### src/rtl/core/ebcpu_pkg.sv
`timescale 1ns / 1ps
package ebcpu_pkg;

  localparam logic [15:0] VEC_RESET_LO = 16'hFFFC;
  localparam logic [15:0] VEC_RESET_HI = 16'hFFFD;
  localparam logic [15:0] VEC_IRQ_LO   = 16'hFFFE;
  localparam logic [15:0] VEC_IRQ_HI   = 16'hFFFF;
  localparam logic [7:0]  STACK_PAGE   = 8'h01;
  localparam logic [7:0]  PUSH_BITS    = 8'h30;
  localparam logic [7:0]  A_RESET      = 8'hAA;
  localparam logic [7:0]  P_RESET      = 8'h02;

  localparam logic [7:0] FLAG_C = 8'h01;
  localparam logic [7:0] FLAG_Z = 8'h02;
  localparam logic [7:0] FLAG_I = 8'h04;
  localparam logic [7:0] FLAG_D = 8'h08;
  localparam logic [7:0] FLAG_V = 8'h40;
  localparam logic [7:0] FLAG_N = 8'h80;

  localparam logic [7:0] OP_BRK     = 8'h00;
  localparam logic [7:0] OP_ORA_IZX = 8'h01;
  localparam logic [7:0] OP_SLO_IZX = 8'h03;
  localparam logic [7:0] OP_NOP_ZP  = 8'h04;
  localparam logic [7:0] OP_ORA_ZP  = 8'h05;
  localparam logic [7:0] OP_ASL_ZP  = 8'h06;
  localparam logic [7:0] OP_SLO_ZP  = 8'h07;
  localparam logic [7:0] OP_PHP     = 8'h08;
  localparam logic [7:0] OP_SEI     = 8'h78;
  localparam logic [7:0] OP_TXS     = 8'h9A;
  localparam logic [7:0] OP_LDX_IMM = 8'hA2;
  localparam logic [7:0] OP_CLD     = 8'hD8;

  typedef struct packed {
    logic [7:0] read_data;
    logic       ready_req;
    logic       set_overflow;
  } cyc_in_t;

  typedef struct packed {
    logic [15:0] bus_address;
    logic [7:0]  write_data;
    logic        write_enable;
    logic        opcode_fetch;
    logic        jammed;
  } cyc_out_t;

  // last step index of an opcode, zero for anything that jams
  function automatic logic [3:0] last_step(input logic [7:0] op);
    logic [3:0] r;
    unique case (op)
      OP_BRK:                         r = 4'd6;
      OP_ORA_IZX:                     r = 4'd5;
      OP_SLO_IZX:                     r = 4'd7;
      OP_NOP_ZP, OP_ORA_ZP, OP_PHP:   r = 4'd2;
      OP_ASL_ZP, OP_SLO_ZP:           r = 4'd4;
      OP_SEI, OP_TXS, OP_LDX_IMM, OP_CLD: r = 4'd1;
      default:                        r = 4'd0;
    endcase
    return r;
  endfunction

  function automatic logic [7:0] with_nz(input logic [7:0] p, input logic [7:0] v);
    logic [7:0] r;
    r = p & ~(FLAG_N | FLAG_Z);
    if (v[7]) r = r | FLAG_N;
    if (v == 8'h00) r = r | FLAG_Z;
    return r;
  endfunction

endpackage

### src/rtl/core/ebcpu_in_if.sv
`timescale 1ns / 1ps
interface ebcpu_in_if import ebcpu_pkg::*; ();
  logic    valid;
  logic    ready;
  cyc_in_t data;
  modport source (output valid, output data, input ready);
  modport sink (input valid, input data, output ready);
endinterface

### src/rtl/core/ebcpu_out_if.sv
`timescale 1ns / 1ps
interface ebcpu_out_if import ebcpu_pkg::*; ();
  logic     valid;
  logic     ready;
  cyc_out_t data;
  modport source (output valid, output data, input ready);
  modport sink (input valid, input data, output ready);
endinterface

### src/rtl/core/eight_bit_cpu_cycle_core.sv
`timescale 1ns / 1ps
// channel  | dir | payload
// cyc_in   | in  | read_data, ready_req, set_overflow
// cyc_out  | out | bus_address, write_data, write_enable, opcode_fetch, jammed
//
// one bus cycle per transaction: each input transaction yields one result
// transaction in the next clock, from one pass of logic into the result register
// a new input is taken every clock while the result register is empty or drained
// rst loads the registers with their reset values; the reset sequence then reads at
// pc, from the stack page and from the reset vector before the first opcode fetch
// cyc_out.ready low holds the result and stops input; ready_req low repeats a read
module eight_bit_cpu_cycle_core import ebcpu_pkg::*; (
  input  logic          clk,
  input  logic          rst,
  ebcpu_in_if.sink      cyc_in,
  ebcpu_out_if.source   cyc_out
);

  logic [7:0]  a, a_next, x, x_next, s, s_next, p, p_next;
  logic [15:0] pc, pc_next, ea, ea_next;
  logic [7:0]  op, op_next, zp, zp_next, ob, ob_next;
  logic [3:0]  step, step_next;
  logic        rst_seq, rst_seq_next, exec, exec_next, halted, halted_next;
  cyc_out_t    res, res_next;
  logic        out_valid;
  logic        accept;

  logic [7:0]  d;
  logic [3:0]  t;
  logic [3:0]  last;
  logic        done;
  logic [7:0]  v;

  assign cyc_in.ready  = !out_valid || cyc_out.ready;
  assign accept        = cyc_in.valid && cyc_in.ready;
  assign cyc_out.valid = out_valid;
  assign cyc_out.data  = res;
  assign d             = cyc_in.data.read_data;

  always_comb begin
    a_next = a; x_next = x; s_next = s; p_next = p; pc_next = pc; ea_next = ea;
    op_next = op; zp_next = zp; ob_next = ob; step_next = step;
    rst_seq_next = rst_seq; exec_next = exec; halted_next = halted;
    res_next = res;
    t = 4'd0; last = 4'd0; done = 1'b0; v = 8'h00;
    if (cyc_in.data.set_overflow) p_next = p_next | FLAG_V;
    res_next.write_data = 8'h00; res_next.write_enable = 1'b0;
    res_next.opcode_fetch = 1'b0;
    if (!res.write_enable && !cyc_in.data.ready_req) begin
      res_next = res;
    end else if (rst_seq) begin
      if (step == 4'd7) pc_next[7:0] = d;
      if (step >= 4'd8) begin
        pc_next[15:8] = d;
        rst_seq_next = 1'b0;
        done = 1'b1;
      end else begin
        if (step < 4'd3) res_next.bus_address = pc;
        else if (step < 4'd6) begin
          res_next.bus_address = {STACK_PAGE, s};
          s_next = s - 8'd1;
        end else if (step == 4'd6) res_next.bus_address = VEC_RESET_LO;
        else res_next.bus_address = VEC_RESET_HI;
        step_next = step + 4'd1;
      end
    end else if (halted) begin
      res_next.bus_address = pc;
    end else if (!exec && last_step(d) == 4'd0) begin
      op_next = d;
      halted_next = 1'b1;
      res_next.bus_address = pc;
    end else begin
      if (!exec) begin
        op_next = d;
      end else begin
        t = step;
        // a read cycle finished: absorb its data
        if (!res.write_enable) begin
          if (t == 4'd1) begin
            priority case (op)
              OP_SEI:     p_next = p_next | FLAG_I;
              OP_CLD:     p_next = p_next & ~FLAG_D;
              OP_TXS:     s_next = x;
              OP_LDX_IMM: begin x_next = d; p_next = with_nz(p_next, d); end
              OP_ORA_IZX, OP_SLO_IZX, OP_NOP_ZP, OP_ORA_ZP, OP_ASL_ZP,
              OP_SLO_ZP:  zp_next = d;
              default: ;
            endcase
          end else begin
            priority case (op)
              OP_BRK: begin
                if (t == 4'd5) pc_next[7:0] = d;
                else if (t == 4'd6) pc_next[15:8] = d;
              end
              OP_ORA_ZP: if (t == 4'd2) begin
                a_next = a | d; p_next = with_nz(p_next, a | d);
              end
              OP_ASL_ZP, OP_SLO_ZP: if (t == 4'd2) ob_next = d;
              OP_ORA_IZX, OP_SLO_IZX: begin
                if (t == 4'd2) zp_next = zp + x;
                else if (t == 4'd3) ea_next[7:0] = d;
                else if (t == 4'd4) ea_next[15:8] = d;
                else if (t == 4'd5) begin
                  if (op == OP_ORA_IZX) begin
                    a_next = a | d; p_next = with_nz(p_next, a | d);
                  end else ob_next = d;
                end
              end
              default: ;
            endcase
          end
        end
      end
      last = last_step(op_next);
      if (t >= last) begin
        done = 1'b1;
      end else begin
        step_next = t + 4'd1;
        exec_next = 1'b1;
        if (step_next == 4'd1) begin
          res_next.bus_address = pc_next;
          if (op_next != OP_PHP && op_next != OP_SEI && op_next != OP_TXS &&
              op_next != OP_CLD)
            pc_next = pc_next + 16'd1;
        end else begin
          priority case (op_next)
            OP_BRK: begin
              if (step_next <= 4'd4) begin
                res_next.bus_address = {STACK_PAGE, s_next};
                res_next.write_enable = 1'b1;
                if (step_next == 4'd2) res_next.write_data = pc_next[15:8];
                else if (step_next == 4'd3) res_next.write_data = pc_next[7:0];
                else begin
                  res_next.write_data = p_next | PUSH_BITS;
                  p_next = p_next | FLAG_I;
                end
                s_next = s_next - 8'd1;
              end else if (step_next == 4'd5) res_next.bus_address = VEC_IRQ_LO;
              else res_next.bus_address = VEC_IRQ_HI;
            end
            OP_PHP: begin
              res_next.bus_address = {STACK_PAGE, s_next};
              res_next.write_enable = 1'b1;
              res_next.write_data = p_next | PUSH_BITS;
              s_next = s_next - 8'd1;
            end
            OP_NOP_ZP, OP_ORA_ZP, OP_ASL_ZP, OP_SLO_ZP: begin
              res_next.bus_address = {8'h00, zp_next};
              if (step_next >= 4'd3) begin
                res_next.write_enable = 1'b1;
                res_next.write_data = ob_next;
              end
            end
            OP_ORA_IZX, OP_SLO_IZX: begin
              if (step_next <= 4'd3) res_next.bus_address = {8'h00, zp_next};
              else if (step_next == 4'd4) res_next.bus_address = {8'h00, zp_next + 8'd1};
              else res_next.bus_address = ea_next;
              if (step_next >= 4'd6) begin
                res_next.write_enable = 1'b1;
                res_next.write_data = ob_next;
              end
            end
            default: res_next.bus_address = pc_next;
          endcase
          // dummy write of the old byte, then shift it
          if (step_next == 4'd3 && (op_next == OP_ASL_ZP || op_next == OP_SLO_ZP) ||
              step_next == 4'd6 && op_next == OP_SLO_IZX) begin
            v = ob_next << 1;
            p_next = ob_next[7] ? (p_next | FLAG_C) : (p_next & ~FLAG_C);
            ob_next = v;
            if (op_next == OP_ASL_ZP) p_next = with_nz(p_next, v);
            else begin
              a_next = a_next | v; p_next = with_nz(p_next, a_next | v);
            end
          end
        end
      end
    end
    if (done) begin
      res_next.bus_address = pc_next;
      res_next.opcode_fetch = 1'b1;
      pc_next = pc_next + 16'd1;
      step_next = 4'd0;
      exec_next = 1'b0;
    end
    if (!(!res.write_enable && !cyc_in.data.ready_req)) res_next.jammed = halted_next;
  end

  always_ff @(posedge clk) begin
    if (rst) begin
      a <= A_RESET; x <= 8'h00; s <= 8'h00; p <= P_RESET; pc <= 16'h0000;
      op <= 8'h00; step <= 4'd0; rst_seq <= 1'b1; exec <= 1'b0;
      zp <= 8'h00; ea <= 16'h0000; ob <= 8'h00; halted <= 1'b0;
      res <= '0; out_valid <= 1'b0;
    end else begin
      if (accept) begin
        a <= a_next; x <= x_next; s <= s_next; p <= p_next; pc <= pc_next;
        op <= op_next; step <= step_next; rst_seq <= rst_seq_next;
        exec <= exec_next; zp <= zp_next; ea <= ea_next; ob <= ob_next;
        halted <= halted_next; res <= res_next;
        out_valid <= 1'b1;
      end else if (cyc_out.ready) begin
        out_valid <= 1'b0;
      end
    end
  end

`ifndef SYNTHESIS
  a_jam_shown: assert property (@(posedge clk) disable iff (rst)
    out_valid && halted |-> res.jammed) else $error("halted core not flagged");
  a_fetch_read: assert property (@(posedge clk) disable iff (rst)
    res.opcode_fetch |-> !res.write_enable) else $error("opcode fetch on write");
  a_no_jam_in_reset: assert property (@(posedge clk) disable iff (rst)
    rst_seq |-> !halted) else $error("jam during reset sequence");
  a_write_moves: assert property (@(posedge clk) disable iff (rst)
    accept && res.write_enable && !rst_seq |=> $past(step) != step || !exec)
    else $error("write cycle stalled");
`endif

endmodule
### src/flat_wrapper.sv
// flat-port wrapper written by rule: the top's interface ports become plain ports
module eight_bit_cpu_cycle_core_flat import ebcpu_pkg::*;
  (clk, rst, cyc_in_valid, cyc_in_data, cyc_in_ready, cyc_out_valid, cyc_out_data, cyc_out_ready);
  ebcpu_in_if cyc_in_i ();
  ebcpu_out_if cyc_out_i ();
  input  logic clk;
  input  logic rst;
  input wire logic [$bits(cyc_in_i.valid)-1:0] cyc_in_valid;
  input wire logic [$bits(cyc_in_i.data)-1:0] cyc_in_data;
  output wire logic [$bits(cyc_in_i.ready)-1:0] cyc_in_ready;
  output wire logic [$bits(cyc_out_i.valid)-1:0] cyc_out_valid;
  output wire logic [$bits(cyc_out_i.data)-1:0] cyc_out_data;
  input wire logic [$bits(cyc_out_i.ready)-1:0] cyc_out_ready;
  assign cyc_in_i.valid = cyc_in_valid;
  assign cyc_in_i.data = cyc_in_data;
  assign cyc_in_ready = cyc_in_i.ready;
  assign cyc_out_valid = cyc_out_i.valid;
  assign cyc_out_data = cyc_out_i.data;
  assign cyc_out_i.ready = cyc_out_ready;
  eight_bit_cpu_cycle_core u_core (.clk(clk), .rst(rst), .cyc_in(cyc_in_i), .cyc_out(cyc_out_i));
endmodule
### config.mk
export PLATFORM = sky130hd
export DESIGN_NAME = eight_bit_cpu_cycle_core_flat
export DESIGN_NICKNAME = d
export VERILOG_FILES = /design/src/rtl/core/ebcpu_pkg.sv /design/src/rtl/core/ebcpu_in_if.sv /design/src/rtl/core/ebcpu_out_if.sv /design/src/rtl/core/eight_bit_cpu_cycle_core.sv /design/src/flat_wrapper.sv
export SDC_FILE = /design/constraint.sdc
export NUM_CORES = 1
export LEC_CHECK = 0
export BUFFER_PORTS_ARGS = -buffer_cell sky130_fd_sc_hd__buf_2
export CAP_MARGIN = 25
export CORE_MARGIN = 2
export CORE_UTILIZATION = 55
export DETAILED_ROUTE_END_ITERATION = 8
export PLACE_DENSITY = 0.75
export SLEW_MARGIN = 20
export SYNTH_ARGS = -nofsm -noshare
export SYNTH_HDL_FRONTEND = slang
export SYNTH_SLANG_ARGS = --single-unit
### constraint.sdc
create_clock -name clk -period 5.6 [get_ports clk]
set_input_delay 0.84 -clock clk [delete_from_list [all_inputs] [get_ports clk]]
set_output_delay 0.84 -clock clk [all_outputs]
set_load 0.03 [all_outputs]
# Word level (Yosys, flattened, before mapping)
# Cells that the tools add are included.
word_totals:
  register_bits: 123
  latchBits: 0
  ram_bits: 0
  mem_bits_ro: 0
  n_memories: 0
op_classes:
  n_addsub: 8
  mul: 0
  div: 0
  magnitude_cmp: 8
  eq_ne: 64
  shifts: 0
  muxes: 201
  n_bitwise: 8
  reduce_logical: 43
ops:
  columns: ["cell", "n"]
  rows:
  - ["2-to-1 mux 8 bit", 97]
  - ["2-to-1 mux 16 bit", 32]
  - ["equality test 8 x 3 -> 1 bit (second input constant)", 12]
  - ["2-to-1 mux 4 bit", 19]
  - ["equality test 8 bit (second input constant)", 9]
  - ["case mux 16 bit (4 select lines)", 1]
  - ["case mux 8 bit (2 select lines)", 4]
  - ["2-to-1 mux 9 bit", 7]
  - ["2-to-1 mux 25 bit", 2]
  - ["logical NOT 8 bit", 6]
  - ["case mux 3 bit (6 select lines)", 2]
  - ["case mux 9 bit (4 select lines)", 1]
  - ["adder 16 x 1 -> 16 bit (second input constant)", 2]
  - ["equality test 4 x 3 -> 1 bit (second input constant)", 7]
  - ["2-to-1 mux 1 bit", 25]
  - ["equality test 8 x 1 -> 1 bit (second input constant)", 3]
  - ["equality test 8 x 2 -> 1 bit (second input constant)", 3]
  - ["equality test 8 x 7 -> 1 bit (second input constant)", 3]
  - ["OR 8 bit", 3]
  - ["case mux 8 bit (3 select lines)", 1]
  - ["equality test 4 x 2 -> 1 bit (second input constant)", 4]
  - ["equality test 8 x 4 -> 1 bit (second input constant)", 2]
  - ["!= test 8 bit (second input constant)", 2]
  - ["subtractor 8 x 1 -> 8 bit (second input constant)", 2]
  - ["39 further kinds", 83]

# Longest topological paths before layout
# Gate-level depths: netlist of run 1.
depth:
  ltp_word: 28
  mapped_depth: 25
  mapped_depth_nobuf: 19

# Worst setup path after synthesis of run 1
# No wires, ideal clock.
synth_path:
  kind: "input port to flip-flop"
  start: "in cyc_in_data[4]"
  end: "reg u_core.pc[14]"
  setup_time_ps: 132
  arrival_time_ps: 5194
  required_time_ps: 5468
  setup_slack_ps: 273
  cell_stages: 23
  n_path_buf: 5
  cell_sequence: "clkbuf_1 -> nor3_1 -> a21oi_1 -> a21o_1 -> clkbuf_1 -> o311ai_0 -> ha_1 -> nand2b_1 -> a21oi_1 -> o221ai_1 -> or4_1 -> buf_2 -> buf_6 -> buf_6 -> xnor2_1 -> o311a_1 -> inv_1 -> ha_1 -> and2_1 -> a21boi_0 -> nand4_1 -> xnor2_1 -> a21oi_1"
synth_via:
  elab_chain_len: 20
  elab_cells_between_ends: 82
  cone_classes: "add/sub: 2; order compare: 1; eq/ne: 26; mux: 40; reduce/logical: 13"
synth_lines:
  columns: ["element", "line_no", "source"]
  rows:
  - ["start: declaration", "flat_wrapper.sv:9", "input wire logic [$bits(cyc_in_i.data)-1:0] cyc_in_data;"]
  - ["2-to-1 mux 8 bit, on equally long branches", "eight_bit_cpu_cycle_core.sv:93, eight_bit_cpu_cycle_core.sv:73", null]
  - ["2-to-1 mux 8 bit, on equally long branches", "eight_bit_cpu_cycle_core.sv:92, eight_bit_cpu_cycle_core.sv:68", null]
  - ["2-to-1 mux 16 bit / 2-to-1 mux 8 bit (equally long branches)", "eight_bit_cpu_cycle_core.sv:90, eight_bit_cpu_cycle_core.sv:66", null]
  - ["2-to-1 mux 16 bit / 2-to-1 mux 8 bit (equally long branches)", "eight_bit_cpu_cycle_core.sv:79, eight_bit_cpu_cycle_core.sv:51", null]
  - ["2-to-1 mux 16 bit / 2-to-1 mux 8 bit (equally long branches)", "eight_bit_cpu_cycle_core.sv:78, eight_bit_cpu_cycle_core.sv:49", null]
  - ["2-to-1 mux 16 bit (tied with other cells)", "eight_bit_cpu_cycle_core.sv:73", "if (!exec) begin"]
  - ["2-to-1 mux 16 bit (tied with other cells)", "eight_bit_cpu_cycle_core.sv:68", "end else if (!exec && last_step(d) == 4'd0) begin"]
  - ["2-to-1 mux 16 bit / case mux 3 bit (6 select lines) (equally long branches)", "eight_bit_cpu_cycle_core.sv:66, ebcpu_pkg.sv:50", null]
  - ["[... 4 more ...]", null, null]
  - ["2-to-1 mux 16 bit / >= comparator 4 bit (equally long branches)", "eight_bit_cpu_cycle_core.sv:120, eight_bit_cpu_cycle_core.sv:115", null]
  - ["2-to-1 mux 16 bit", "eight_bit_cpu_cycle_core.sv:115", "if (t >= last) begin"]
  - ["2-to-1 mux 16 bit", "eight_bit_cpu_cycle_core.sv:68", null]
  - ["2-to-1 mux 16 bit", "eight_bit_cpu_cycle_core.sv:66", "end else if (halted) begin"]
  - ["2-to-1 mux 16 bit", "eight_bit_cpu_cycle_core.sv:51", "end else if (rst_seq) begin"]
  - ["2-to-1 mux 16 bit", "eight_bit_cpu_cycle_core.sv:49", "if (!res.write_enable && !cyc_in.data.ready_req) begin"]
  - ["adder 16 x 1 -> 16 bit", "eight_bit_cpu_cycle_core.sv:182", "pc_next = pc_next + 16'd1;"]
  - ["2-to-1 mux 16 bit *", "eight_bit_cpu_cycle_core.sv:179", "if (done) begin"]
  - ["end signal: assignment", "eight_bit_cpu_cycle_core.sv:197", "a <= a_next; x <= x_next; s <= s_next; p <= p_next; pc <= pc_next;"]
  - ["end: declaration", "eight_bit_cpu_cycle_core.sv:20", "logic [15:0] pc, pc_next, ea, ea_next;"]
# Every way passes the cells marked *; elsewhere a longest branch is shown, timed or not. The select of a mux whose other input is x is not followed.
# A chain may end at the register's enable or synchronous reset.

# Worst setup path after layout of run 1
layout_path:
  start: "reg u_core.op[7]"
  end: "reg u_core.pc[15]"
layout_via:
  elab_chain_len: 20
  elab_cells_between_ends: 57
  cone_classes: "add/sub: 2; order compare: 1; eq/ne: 15; mux: 31; reduce/logical: 8"
layout_lines:
  columns: ["element", "line_no", "source"]
  rows:
  - ["start: declaration", "eight_bit_cpu_cycle_core.sv:21", "logic [7:0] op, op_next, zp, zp_next, ob, ob_next;"]
  - ["start signal: assignment", "eight_bit_cpu_cycle_core.sv:198", "op <= op_next; step <= step_next; rst_seq <= rst_seq_next;"]
  - ["2-to-1 mux 8 bit", "eight_bit_cpu_cycle_core.sv:73", null]
  - ["2-to-1 mux 8 bit", "eight_bit_cpu_cycle_core.sv:68", null]
  - ["2-to-1 mux 8 bit", "eight_bit_cpu_cycle_core.sv:66", null]
  - ["2-to-1 mux 8 bit", "eight_bit_cpu_cycle_core.sv:51", null]
  - ["2-to-1 mux 8 bit", "eight_bit_cpu_cycle_core.sv:49", null]
  - ["equality test 8 x 7 -> 1 bit (tied with other cells)", "ebcpu_pkg.sv:50", "unique case (op)"]
  - ["OR reduction 4 bit (tied with other cells)", "ebcpu_pkg.sv:50", null]
  - ["case mux 3 bit (6 select lines)", "ebcpu_pkg.sv:50", null]
  - ["[... 4 more ...]", null, null]
  - [">= comparator 4 bit", "eight_bit_cpu_cycle_core.sv:115", null]
  - ["2-to-1 mux 16 bit", "eight_bit_cpu_cycle_core.sv:115", null]
  - ["2-to-1 mux 16 bit", "eight_bit_cpu_cycle_core.sv:68", null]
  - ["2-to-1 mux 16 bit", "eight_bit_cpu_cycle_core.sv:66", null]
  - ["2-to-1 mux 16 bit", "eight_bit_cpu_cycle_core.sv:51", null]
  - ["2-to-1 mux 16 bit", "eight_bit_cpu_cycle_core.sv:49", null]
  - ["adder 16 x 1 -> 16 bit", "eight_bit_cpu_cycle_core.sv:182", null]
  - ["2-to-1 mux 16 bit *", "eight_bit_cpu_cycle_core.sv:179", null]
# Marked as above.

==> results.toml, run 1 <==
[placed_design]
hpwlAfterDp_um = 32800
io_buffers = 42
gp_congestion = 1.09
dp.cells = 1660

[route]
drt_pass1_iterations = 9
avgViaCountPerCell = 7.19
drc = 3
drtIter0Drc = 1951
vias = 12168
ant_nets = 0
drt_wl_total_um = 44300
wl_per_cell_um = 26.2

[floorplanning]
core_area_um2 = 18100
die_area_um2 = 19600
start_util_pct = 56.3
die_x_um = 140
rows = 49
die_h_um = 140
io-pin-count = 43

[logic_synthesis]
synth_edf_count = 0
syn-cell-area_um2 = 10200
synth-async-reset-ratio_pct = 0
synth_most_common_cell = "nor2_1"
seq_area_frac_synth_pct = 23.8
postSynthCellCount = 1418
ys_ff_latch = 121
syn_avg_cell_area_um2 = 7.18
yosys-top-cells-area = "dfxtp_1, a21oi_1, mux2i_1"
yosys.area.top_type_share_pct = 23.8
yosysTopAreaCell = "dfxtp_1"
synth_commonest_cells = "nor2_1, nand2_1, a21oi_1, dfxtp_1, clkbuf_1"
synth_nets = 1456
synth_warnings = 0
ys.flop_type = "dfxtp_1"
synth_cell_type_count = 89

[final_layout]
stdcell_count = 1692
antenna_cells = 0
drive_above_1_share_pct = 13.0
num-nets-final = 1488
final.fill_count = 1643
seq_area_um2 = 2420
multi_input_area_um2 = 7210
area_delta_synth_final_pct = 12.3

[cts]
clock_sinks = 121
post_cts_resized = 0
clock_path_buffers = 2
cts_buffers = 17
cts_tree = "done"
cts_setup_buffers = 0
clk_pin_slew_worst_paths_ps = 70
clock_latency_ps = 440
cts_max_level = 4
clockRootBuffer = "clkbuf_16"
cts_hold_buf = 0

[worst_hold_path]
hold_class = "reg -> reg"

[sta]
fmax_mhz = 191
worst_pin_slew_ps = 1020
hold_viol_final = 0
finalClockSkew_ps = 16.8
rsz0062_at_grt = "false"
setup_viol = 0
slew_viol_final = 0
finalCritPeriodShare_pct = 93.5
min_period_ps = 5240
slew_headroom_pct = 31.2
fin_tns_setup_ps = 0

[grt]
grt_pass1_wl_um = 65500
grt_max_degree = 81
overflow = 0
antenna_found_initial = 0
grtUsageTotal_pct = 43.7
grt_pass1_vias = 10769

[run_status]
violations = "design-rule violations"
status = "finished with violations"

[setup_path]
worstPathArrival_ps = 5610
crit_path_end_kind = "flop"
cp-start-kind = "flop"
worstPathMaxFanout = 19
required_ps = 5980
crit_type = "reg -> reg"

[pwr]
p_per_area_nw_per_um2 = 199
p_leak_nw = 4.42
irDropWorstVdd_uv = 207

[job]
cap_violations = 0
state kept, by name, indices dropped and copies added (netlist names):
register and flops:
u_core.cyc_out.data 27, u_core.ea 16, u_core.pc 16, u_core.a 8, u_core.ob 8, u_core.op 8, u_core.s 8, u_core.x 8
u_core.zp 8, u_core.p 6, u_core.step 4, u_core.cyc_out.valid 1, u_core.exec 1, u_core.halted 1, u_core.rst_seq 1
final timing paths:
check                           cells after the start  slack (ps)         start       endpoint
worst max-delay path                               17         360  u_core.op[7]  u_core.pc[15]
worst min-delay path                                2         460  u_core.ea[6]   u_core.ea[6]
worst max register to register                     17         360  u_core.op[7]  u_core.pc[15]
worst min register to register                      2         460  u_core.ea[6]   u_core.ea[6]
critical path: stages, from the launching register on:
cell and delay (ps):
dfxtp_1 450, nor4bb_1 650, a32oi_1 180, a211oi_1 370, nor2_1 60, o311ai_0 110, ha_1 290, nand2b_1 140
a21oi_1 210, o221ai_1 170, or4_1 610, buf_12 240, o31a_1 300, o31ai_2 420, and4b_1 290, nand2_1 80
or4_1 520, nand3_1 90
cells by family after synthesis:
logic type | synth area share, %
AND/OR/NAND/NOR | 26.5
AO/OA/AOI/OAI | 30.3
buffers and inverters | 5.52
flip-flops | 23.8
multiplexers | 8.41
XOR/XNOR | 2.41
adder cells (fa/ha/maj) | 3.02
per-layer routing:
layer  share of wire (%)  wire length [µm]  global-route usage, %  up-vias
met5                   0                 0                      0        -
met4                 2.7              1220                   11.8        0
met3                  17              7330                   18.0      127
li1                    -                 -                      -     5354
met2                  40             17600                   59.8     1018
met1                  41             18100                   63.0     5669
metrics by stage:
stage	area, µm²	total power [mW]	util (%)	setup slack (ps)	hold slack [ps]
after floorplan	10200	1.04	-	273	423
after global placement	10800	1.13	59.9	346	436
after detailed placement	10800	1.13	60.0	271	447
after CTS	11400	2.26	63.3	493	460
after global routing	11400	2.32	63.3	45.1	474
final	11400	2.28	63.3	364	459
final cells by class:
cell class / instances / share of cell area [%]
multi-input combinational: 1159 / 63.0
sequential: 121 / 21.2
timing repair buffer: 122 / 7.20
clock buffer: 17 / 3.72
tap: 229 / 2.50
clock inverter: 15 / 1.47
inverter: 29 / 0.952
cell usage in the layout, fill, tap and decap left out, drive strengths merged, types with 23 or more instances in the layout:
cell type,count
nor2,169
nand2,157
a21oi,144
buf,122
dfxtp,121
o21ai,75
mux2i,72
nand3,47
inv,38
nor3,36
a31oi,25
ha,23
power by group:
part | internal (mW) | leakage, nW | total (mW) | switching, mW
clock network | 0.603 | 0.289 | 1.16 | 0.555
logic | 0.0686 | 3.15 | 0.232 | 0.163
registers | 0.872 | 0.979 | 0.891 | 0.0192
No activity file was read; power rests on OpenSTA's default activity.
==> run 2: changes to the inputs <==
--- a/config.mk
+++ b/config.mk
@@ -9,6 +9,7 @@
 export CAP_MARGIN = 25
 export CORE_MARGIN = 2
 export CORE_UTILIZATION = 55
+export CTS_BUF_LIST = sky130_fd_sc_hd__clkbuf_4
 export DETAILED_ROUTE_END_ITERATION = 8
 export PLACE_DENSITY = 0.75
 export SLEW_MARGIN = 20
==> run 2 against run 1 <==
  * The run still ends with design-rule violations left
  * Sequential share of layout area rose by 0.56 points
  * Utilization fell by 1.6 points
  * Total power fell by 20%
  * Global-route usage barely moved
  * Sequential cell count did not move
  * Cell area fell by 2.6%
  * Maximum frequency rose by 0.33%
  * Via count fell by 0.93%
  * Die area did not move
  * Clock skew rose by 28 ps
  * Critical endpoint is now u_core.pc[12]
  * Largest cell class unchanged
  * Largest power group is now registers
  * Highest routed layer unchanged
==> results.toml, run 2 (same netlist as run 1, synthesis figures left out) <==
[cts]
clockRootBuffer = "clkbuf_4"
cts_setup_buffers = 0
cts_hold_buf = 0
cts_tree = "done"
cts_buffers = 17
clock_sinks = 121
clock_path_buffers = 2
clk_pin_slew_worst_paths_ps = 190
post_cts_resized = 0
cts_max_level = 4
clock_latency_ps = 640

[setup_path]
crit_path_end_kind = "flop"
worstPathArrival_ps = 5780
crit_type = "reg -> reg"
required_ps = 6160
cp-start-kind = "flop"
worstPathMaxFanout = 19

[floorplanning]
die_area_um2 = 19600
core_area_um2 = 18100
rows = 49
die_x_um = 140
start_util_pct = 56.3
die_h_um = 140
io-pin-count = 43

[route]
wl_per_cell_um = 25.9
drt_pass1_iterations = 9
ant_nets = 0
drtIter0Drc = 1900
drt_wl_total_um = 43900
drc = 3
vias = 12055
avgViaCountPerCell = 7.12

[final_layout]
final_common_cell = "nor2_1"
drive_above_1_share_pct = 13.0
largest_reg_flops = 27
num-nets-final = 1488
area_delta_synth_final_pct = 9.45
final_cell_mix = "nor2_1, nand2_1, a21oi_1, dfxtp_1, buf_4"
final.fill_count = 1687
stdcell_count = 1693

[pwr]
p_leak_nw = 4.28
irDropWorstVdd_uv = 129
finalPower_mw = 1.83
p_per_area_nw_per_um2 = 164

[sta]
layout_setup_ws_ps = 381
min_period_ps = 5220
hold_viol_final = 0
worst_pin_slew_ps = 1040
setup_viol = 0
fin_hold_ws_ps = 470
fin_tns_setup_ps = 0
slew_headroom_pct = 30.1
rsz0062_at_grt = "false"
finalCritPeriodShare_pct = 93.2
fmax_mhz = 192
finalClockSkew_ps = 44.7
slew_viol_final = 0

[grt]
grt_pass1_vias = 10717
antenna_found_initial = 1
grtUsageTotal_pct = 43.8
grt_max_degree = 81
grt_pass1_wl_um = 65300
overflow = 0

[job]
cap_violations = 0

[worst_hold_path]
hold_class = "reg -> reg"

[run_status]
status = "finished with violations"
violations = "design-rule violations"

[placed_design]
gp_congestion = 1.09
io_buffers = 42
dp.cells = 1660
hpwlAfterDp_um = 32800
preCtsSetupSlack_ps = 271
-- run 2: path summary, 6_finish.rpt --
check | slack (ps) | depth (start not counted) | start | to
hold reg to reg | 470 | 2 | u_core.ea[6] | u_core.ea[6]
setup / recovery | 380 | 22 | u_core.exec | u_core.pc[12]
hold / removal | 470 | 2 | u_core.ea[6] | u_core.ea[6]
setup reg to reg | 380 | 22 | u_core.exec | u_core.pc[12]
-- run 2: cell type report --
type | instances | area (µm²) | area share [%]
diodes | 1 | 2.50 | 0.0225
clock inverters | 15 | 168 | 1.50
clock buffers | 17 | 128 | 1.15
repair buffers | 122 | 823 | 7.39
flip-flops and latches | 121 | 2420 | 21.7
well taps | 229 | 287 | 2.57
inverters | 29 | 109 | 0.977
multi-input cells | 1159 | 7210 | 64.7
-- run 2: per-layer routing --
metal  global-route usage [%]  vias up  wire (µm)
li1                         -     5345          -
met4                     13.5        0       1320
met1                     63.5     5603      18000
met5                        0        -          0
met2                     59.2      981      17300
met3                     17.2      126       7180
-- run 2: worst max-delay path, stage by stage (launching register included) --
cell,delay (ps)
dfxtp_1,660
buf_4,330
buf_4,230
inv_2,130
nand3_1,90
a21o_1,160
o311ai_0,150
ha_1,300
nand2b_1,140
a21oi_1,210
o221ai_1,160
or4_1,610
buf_12,240
xnor2_1,120
o311a_1,360
inv_1,100
ha_1,130
and2_1,170
a21boi_0,190
buf_4,180
nand4_1,120
xor2_1,170
a21oi_1,130
-- run 2: report_power, final --
group | leakage, nW | internal, mW | switching, mW | total [mW]
Combinational | 3.15 | 0.0686 | 0.163 | 0.232
Clock | 0.158 | 0.211 | 0.495 | 0.706
Sequential | 0.979 | 0.873 | 0.0187 | 0.892
Total | 4.28 | 1.15 | 0.677 | 1.83
-- run 2: stage by stage --
stage	util [%]	area [µm²]
detailed placement	60.0	10800
global placement	59.9	10800
global route	61.6	11100
floorplan	-	10200
finish	61.6	11100
CTS	61.6	11100
